[config.mk]
export PLATFORM = sky130hd
export DESIGN_NAME = smacc_ctrl
export DESIGN_NICKNAME = d
export VERILOG_FILES = /design/src/design/smacc_pkg.sv /design/src/design/smacc_ctrl.sv
export SDC_FILE = /design/constraint.sdc
export NUM_CORES = 1
export LEC_CHECK = 0
export BUFFER_PORTS_ARGS = -buffer_cell sky130_fd_sc_hd__buf_2
export CAP_MARGIN = 5
export CORE_MARGIN = 4
export CORE_UTILIZATION = 55
export DETAILED_ROUTE_END_ITERATION = 7
export GPL_ROUTABILITY_DRIVEN = 0
export PLACE_DENSITY = 0.91
export SYNTH_ARGS = -nofsm -noshare
export SYNTH_HDL_FRONTEND = slang
export SYNTH_SLANG_ARGS = --single-unit
[constraint.sdc]
create_clock -name clk -period 3.6 [get_ports clk]
set_input_delay 0.54 -clock clk [delete_from_list [all_inputs] [get_ports clk]]
set_output_delay 0.54 -clock clk [all_outputs]
set_load 0.02 [all_outputs]
[src/design/smacc_pkg.sv]
// Shared types, codes and constants for the scatter matrix accumulator.
// Used by the controller, the datapath, the divider and the top level.
`default_nettype none
package smacc_pkg;

  // Default number of point dimensions; the block serves at most MAX_DIMS.
  localparam int DIMENSIONS_DEF = 4;
  localparam int MAX_DIMS       = 4;

  // Divider geometry: 64-bit dividend, 17-bit divisor, one bit per cycle.
  localparam int DIV_W     = 64;
  localparam int DSR_W     = 17;
  localparam int DIV_CNT_W = 7;

  // Item kinds.
  localparam logic [2:0] K_CENTER = 3'd0;
  localparam logic [2:0] K_ADD    = 3'd1;
  localparam logic [2:0] K_REMOVE = 3'd2;
  localparam logic [2:0] K_CLEAR  = 3'd3;
  localparam logic [2:0] K_READ   = 3'd4;

  // Result item codes.
  localparam logic [1:0] W_STATUS = 2'd0;
  localparam logic [1:0] W_SUM    = 2'd1;
  localparam logic [1:0] W_SCAT   = 2'd2;

  localparam logic [1:0] E_OK    = 2'd0;
  localparam logic [1:0] E_EMPTY = 2'd1;
  localparam logic [1:0] E_FULL  = 2'd2;

  // Datapath operations.
  localparam logic [3:0] OP_NONE   = 4'd0;
  localparam logic [3:0] OP_LATCH  = 4'd1;
  localparam logic [3:0] OP_CDIFF  = 4'd2;
  localparam logic [3:0] OP_FIRST  = 4'd3;
  localparam logic [3:0] OP_CLEAR  = 4'd4;
  localparam logic [3:0] OP_PREV   = 4'd5;
  localparam logic [3:0] OP_MSTART = 4'd6;
  localparam logic [3:0] OP_MDONE  = 4'd7;
  localparam logic [3:0] OP_MUL    = 4'd8;
  localparam logic [3:0] OP_TSTART = 4'd9;
  localparam logic [3:0] OP_ACC    = 4'd10;
  localparam logic [3:0] OP_ADDSUM = 4'd11;
  localparam logic [3:0] OP_DEC    = 4'd12;
  localparam logic [3:0] OP_EMIT   = 4'd13;

  typedef struct packed {
    logic [2:0]         kind;
    logic signed [15:0] x0;
    logic signed [15:0] x1;
    logic signed [15:0] x2;
    logic signed [15:0] x3;
  } in_item_t;

  typedef struct packed {
    logic [1:0]         which;
    logic [1:0]         row;
    logic [1:0]         col;
    logic signed [47:0] value;
    logic [15:0]        count;
    logic [1:0]         error;
    logic               last;
  } out_item_t;

  // Command from controller to datapath.
  typedef struct packed {
    logic [3:0] op;
    logic [1:0] i;
    logic [1:0] j;
    logic       sub;
    logic       center;
    logic [1:0] which;
    logic [1:0] err;
    logic       last;
  } cmd_t;

  // Status from datapath to controller.
  typedef struct packed {
    logic cnt_zero;
    logic cnt_one;
    logic cnt_full;
    logic div_busy;
    logic out_free;
  } stat_t;

endpackage
`default_nettype wire

[src/design/smacc_ctrl.sv]
// Controller state machine that sequences the datapath for each item kind.
// Depends on smacc_pkg for the command and status types.
`default_nettype none
module smacc_ctrl #(
  parameter int DIMENSIONS = smacc_pkg::DIMENSIONS_DEF
) (
  input  logic              clk,
  input  logic              rst,
  input  logic              item_valid,
  output logic              item_stall,
  input  logic [2:0]        item_kind,
  input  smacc_pkg::stat_t  stat,
  output smacc_pkg::cmd_t   cmd
);
  import smacc_pkg::*;

  localparam int ACT = (DIMENSIONS > MAX_DIMS) ? MAX_DIMS : ((DIMENSIONS < 1) ? 1 : DIMENSIONS);
  localparam logic [1:0] LAST_IDX = 2'(ACT - 1);

  localparam logic [3:0] S_IDLE   = 4'd0;
  localparam logic [3:0] S_DISP   = 4'd1;
  localparam logic [3:0] S_MSTART = 4'd2;
  localparam logic [3:0] S_MWAIT  = 4'd3;
  localparam logic [3:0] S_MUL    = 4'd4;
  localparam logic [3:0] S_TSTART = 4'd5;
  localparam logic [3:0] S_TWAIT  = 4'd6;
  localparam logic [3:0] S_ACC    = 4'd7;
  localparam logic [3:0] S_FIN    = 4'd8;
  localparam logic [3:0] S_STATUS = 4'd9;
  localparam logic [3:0] S_RDOUT  = 4'd10;

  logic [3:0] state, state_next;
  logic [2:0] kind, kind_next;
  logic [1:0] i, i_next;
  logic [1:0] j, j_next;
  logic [1:0] err, err_next;
  logic       phase, phase_next;

  assign item_stall = (state != S_IDLE);

  always_comb begin
    state_next = state;
    kind_next  = kind;
    i_next     = i;
    j_next     = j;
    err_next   = err;
    phase_next = phase;
    cmd        = '0;
    cmd.i      = i;
    cmd.j      = j;
    cmd.sub    = (kind == K_REMOVE);
    cmd.center = (kind == K_CENTER);
    cmd.err    = err;
    case (state)
      S_IDLE: begin
        if (item_valid) begin
          cmd.op     = OP_LATCH;
          kind_next  = item_kind;
          err_next   = E_OK;
          i_next     = '0;
          j_next     = '0;
          phase_next = 1'b0;
          state_next = S_DISP;
        end
      end
      S_DISP: begin
        case (kind)
          K_CENTER: begin
            if (stat.cnt_full) begin
              err_next   = E_FULL;
              state_next = S_STATUS;
            end else begin
              cmd.op     = OP_CDIFF;
              state_next = S_MUL;
            end
          end
          K_ADD: begin
            if (stat.cnt_full) begin
              err_next   = E_FULL;
              state_next = S_STATUS;
            end else if (stat.cnt_zero) begin
              cmd.op     = OP_FIRST;
              state_next = S_STATUS;
            end else begin
              state_next = S_MSTART;
            end
          end
          K_REMOVE: begin
            if (stat.cnt_zero) begin
              err_next   = E_EMPTY;
              state_next = S_STATUS;
            end else if (stat.cnt_one) begin
              cmd.op     = OP_CLEAR;
              state_next = S_STATUS;
            end else begin
              cmd.op     = OP_PREV;
              state_next = S_MSTART;
            end
          end
          K_CLEAR: begin
            cmd.op     = OP_CLEAR;
            state_next = S_STATUS;
          end
          K_READ: begin
            state_next = S_RDOUT;
          end
          default: begin
            state_next = S_STATUS;
          end
        endcase
      end
      S_MSTART: begin
        cmd.op     = OP_MSTART;
        state_next = S_MWAIT;
      end
      S_MWAIT: begin
        if (!stat.div_busy) begin
          cmd.op = OP_MDONE;
          if (i == LAST_IDX) begin
            i_next     = '0;
            j_next     = '0;
            state_next = S_MUL;
          end else begin
            i_next     = i + 2'd1;
            state_next = S_MSTART;
          end
        end
      end
      S_MUL: begin
        cmd.op     = OP_MUL;
        state_next = (kind == K_CENTER) ? S_ACC : S_TSTART;
      end
      S_TSTART: begin
        cmd.op     = OP_TSTART;
        state_next = S_TWAIT;
      end
      S_TWAIT: begin
        if (!stat.div_busy) begin
          state_next = S_ACC;
        end
      end
      S_ACC: begin
        cmd.op = OP_ACC;
        if (j == LAST_IDX) begin
          j_next = '0;
          if (i == LAST_IDX) begin
            i_next     = '0;
            state_next = S_FIN;
          end else begin
            i_next     = i + 2'd1;
            state_next = S_MUL;
          end
        end else begin
          j_next     = j + 2'd1;
          state_next = S_MUL;
        end
      end
      S_FIN: begin
        cmd.op     = (kind == K_REMOVE) ? OP_DEC : OP_ADDSUM;
        state_next = S_STATUS;
      end
      S_STATUS: begin
        cmd.i     = '0;
        cmd.j     = '0;
        cmd.which = W_STATUS;
        cmd.last  = 1'b1;
        if (stat.out_free) begin
          cmd.op     = OP_EMIT;
          state_next = S_IDLE;
        end
      end
      S_RDOUT: begin
        // Sums first, then the scatter matrix row by row.
        if (!phase) begin
          cmd.which = W_SUM;
          cmd.j     = '0;
        end else begin
          cmd.which = W_SCAT;
          cmd.last  = (i == LAST_IDX) && (j == LAST_IDX);
        end
        if (stat.out_free) begin
          cmd.op = OP_EMIT;
          if (!phase) begin
            if (i == LAST_IDX) begin
              i_next     = '0;
              phase_next = 1'b1;
            end else begin
              i_next = i + 2'd1;
            end
          end else if (j == LAST_IDX) begin
            j_next = '0;
            if (i == LAST_IDX) begin
              i_next     = '0;
              phase_next = 1'b0;
              state_next = S_IDLE;
            end else begin
              i_next = i + 2'd1;
            end
          end else begin
            j_next = j + 2'd1;
          end
        end
      end
      default: begin
        state_next = S_IDLE;
      end
    endcase
  end

  always_ff @(posedge clk) begin
    if (rst) begin
      state <= S_IDLE;
      kind  <= K_CENTER;
      i     <= '0;
      j     <= '0;
      err   <= E_OK;
      phase <= 1'b0;
    end else begin
      state <= state_next;
      kind  <= kind_next;
      i     <= i_next;
      j     <= j_next;
      err   <= err_next;
      phase <= phase_next;
    end
  end

endmodule
`default_nettype wire

Yosys cells after proc, flatten, opt, wreduce, memory -nomap -nowiden
Index checks and enable logic that the tools add are counted.

word-level totals
  register bits after elaboration = 14
  output and inout bits = 16
  word-level logic and storage cells = 112

cells by class
  add/subtract/negate cells = 2
  equality and inequality tests = 28
  mux-type cells = 61
  reduce and logical (&&, ||, !) cells = 15

operators with widths
  cell                                                                   count
  4-bit two-way mux                                                      16
  4-bit one-hot mux with 11 select lines                                 1
  2-bit two-way mux                                                      21
  4-bit one-hot mux with 9 select lines                                  1
  2-bit != test, second input constant                                   9
  4-bit by 3-bit equality test with 1-bit output, second input constant  4
  2-bit one-hot mux with 4 select lines                                  2
  4-bit one-hot mux with 4 select lines                                  1
  4-bit equality test, second input constant                             3
  3-bit two-way mux                                                      4
  2-bit one-hot mux with 2 select lines                                  3
  3-bit one-hot mux with 4 select lines                                  1
  1-bit two-way mux                                                      9
  3-bit != test, second input constant                                   3
  4-bit by 2-bit equality test with 1-bit output, second input constant  2
  8-bit AND reduction                                                    1
  4-bit nonzero test                                                     2
  3-bit by 2-bit equality test with 1-bit output, second input constant  2
  6-bit AND reduction                                                    1
  5-bit AND reduction                                                    1
  2-bit by 1-bit adder with 2-bit output, second input constant          2
  2-bit equality test, second input constant                             2
  4-bit by 1-bit equality test with 1-bit output, second input constant  1
  4-bit logical NOT                                                      1
  10 further kinds                                                       13

Logic depth before layout (Yosys ltp)
  depth after elaboration = 6
  gate-level depth with buffers = 7
  gate-level depth less buffers = 6

Worst setup path after synthesis
No wires, ideal clock.

  kind = register to output
  from = register state[1]
  to = output cmd[11] in the netlist's numbering
  data arrival time = 1.491 ns
  required time = 3.060 ns
  setup slack = 1.569 ns
  stages on the path, launching flop included = 5
  cell sequence = dfxtp_1 -> or2_1 -> clkbuf_1 -> or3_1 -> o211ai_1

RTL lines
  element                   RTL line           RTL
  start: declaration        smacc_ctrl.sv:32   logic [3:0] state, state_next;
  start signal: assignment  smacc_ctrl.sv:219  state <= state_next;
  end: declaration          smacc_ctrl.sv:13   output smacc_pkg::cmd_t cmd

==> qor.csv <==
metric;value;unit
gr ovfl total;0;
area leader, netlist;dfxtp_1;
Synth Flop Type;dfxtp_1;
Crit Path Max Fanout;26;
Initial Util;60.1;%
Req. time, crit path;3.06;ns
leak pwr;0.605;nW
DR WL/cell;14.9;um
fraction of registers with async set/reset;0;%
post-synth top area share;20.1;%
# H-tree levels;1;
clock network power share;11.2;%
RSZ-0062 raised after global routing;false;
I/O Pins;27;
fmax;364;MHz
Final setup viols;0;
drt total wl;3.52;mm
P_int;0.500;mW
PwrDens;669;nW/um^2
synth top area cells;dfxtp_1, a21oi_1, nor2_1;
Syn Area/Cell;7.22;um^2
n_diodes;0;
layout cell share with drive strength beyond 1;21.6;%
IO buf count;26;
DRC Markers;0;
Fin. Hold Viols;0;
synth warn;0;
HPWL Detailed;2.55;mm
Setup Fix Bufs, Post-CTS;0;
largest net degree at the start of global routing;27;
CTS tree;done;
first-pass GRT wire length;5.88;mm
CP Capture Type;primary output;
clk root buf;clkbuf_4;
number of synthesized flops with an enable pin;0;
post-synthesis cell type count;59;
pin slew with the least headroom to its limit;0.819;ns
synthesized flop and latch total;14;
number of vias per cell;6.27;
commonest non-fill, non-tap cell in the layout;buf_2;
Mapped Area;1390;um^2
PostCTS Resize Cnt;0;
Final #Nets;222;
setup TNS;0;ns
Final ANT Viol Nets;0;
Core Footprint;2320;um^2
slew margin rel.;45.3;%
register area;280;um^2
TritonCTS Sinks;14;
multi-input logic area;1010;um^2
cts hold-fix bufs;0;
arrival time worst endpoint;2.21;ns
combinational fraction of design power;60.0;%
worst skew pair latency;0.28;ns
Max Cap Viol;0;
Mapped Cells;193;
commonest cells after routing, fill and taps aside;buf_2, nor2_1, nand2_1, a21oi_1, dfxtp_1;
HP Class;reg -> reg;
sw frac;50.9;%
clock skew after layout;0.00664;ns
sequential area share after synthesis;20.1;%
crit share post-route;76.4;%
initial antenna violation count;0;
startpoint types;flip-flop;
Worst Hold Path Cells;2;
P_sw;0.517;mW
Area growth syn-to-layout;9.07;%
die height;58.3;um
utilization after layout;65.5;%
# rows;17;
fill count;216;
vias in the first global route;1279;
cts bufs inserted;3;
critical setup path kind;reg -> out;
Clock Tree Buf Depth;2;
outcome;finished, final reports clean;
Peak VDD IR;0.510;mV
die width;58.3;um
sequential power share;28.8;%
min cycle time layout;2.75;ns
First DRT Iteration DRCs;99;
Slew Limit Fails;0;
Vias;1479;
Mapped Nets;206;
die area;3400;um^2
Worst Reg-to-Reg Cells;5;
iteration count of the initial detailed-routing pass;5;
Worst-path clk slew;0.08;ns
aggregate global-route resource usage;21.4;%
-- cell type report --
| class | instances | area share [%] |
|---|---|---|
| Timing Repair Buffer | 26 | 8.57 |
| Clock buffer | 4 | 2.39 |
| Inverter | 7 | 1.73 |
| Tap cell | 28 | 2.31 |
| Sequential cell | 14 | 18.5 |
| Multi-Input combinational cell | 157 | 66.6 |
-- final timing paths --
| kind | startpoint | endpoint | slack, ns |
|---|---|---|---|
| max | state[0] | cmd[11] | 0.85 |
| min | err[0] | err[0] | 0.51 |
| min reg2reg | err[0] | err[0] | 0.51 |
| max reg2reg | state[2] | state[0] | 1.42 |
-- registers in the layout (all words and copies together) (netlist names) --
name / cells
i: 2
kind: 3
err: 2
state: 4
phase: 1
j: 2
-- power by group through the flow --
| stage | registers [mW] | logic, mW | clock network (mW) |
|---|---|---|---|
| detailed placement | 0.293 | 0.605 | 0 |
| global placement | 0.291 | 0.599 | 0 |
| CTS | 0.289 | 0.608 | 0.116 |
| floorplan | 0.207 | 0.572 | 0 |
| global route | 0.303 | 0.667 | 0.124 |
| finish | 0.292 | 0.610 | 0.114 |
-- worst max-delay path, cell delays in order, from the launching register on --
cell and delay, ns:
dfxtp_1 0.86, nand2b_1 0.26, or3_1 0.43, o211ai_1 0.19, buf_2 0.18
-- Yosys cell counts (2+ instances only) --
cell type	instances
nor2_1	20
nand2_1	16
a21oi_1	15
dfxtp_1	14
nand2b_1	8
nor2b_1	8
o21ai_0	8
clkbuf_1	7
buf_2	6
nand3_1	6
nor3_1	6
o21ai_1	6
mux2i_1	5
a31oi_1	4
inv_1	4
or3_1	4
a211oi_1	3
inv_2	3
o211ai_1	3
o22ai_1	3
a21boi_1	2
and3_1	2
ha_1	2
nand4_1	2
nor4_1	2
-- kinds of logic after synthesis --
family | Yosys count | share of synthesized area, %
AO/OA/AOI/OAI | 61 | 30.4
multiplexers | 6 | 4.67
XOR/XNOR | 1 | 0.629
AND/OR/NAND/NOR | 86 | 34.4
adder cells (fa/ha/maj) | 3 | 2.52
buffers and inverters | 22 | 7.28
flip-flops | 14 | 20.1
-- metrics by stage --
stage	std cells	instance area, um^2	power (mW)	setup slack, ns	hold slack, ns
global placement	232	1480	0.890	1.22	0.477
CTS	236	1520	1.01	0.870	0.509
global route	236	1520	1.09	0.653	0.516
floorplan	193	1390	0.779	1.57	0.461
finish	236	1520	1.02	0.850	0.506
detailed placement	232	1480	0.898	1.19	0.486
-- routing by layer --
metal  global-route usage (%)  share of wire, %
met5                        0                 0
met4                     5.30              0.82
met3                     4.39               7.5
met2                     34.1                47
met1                     29.4                44
No activity file was read; power rests on OpenSTA's default activity.
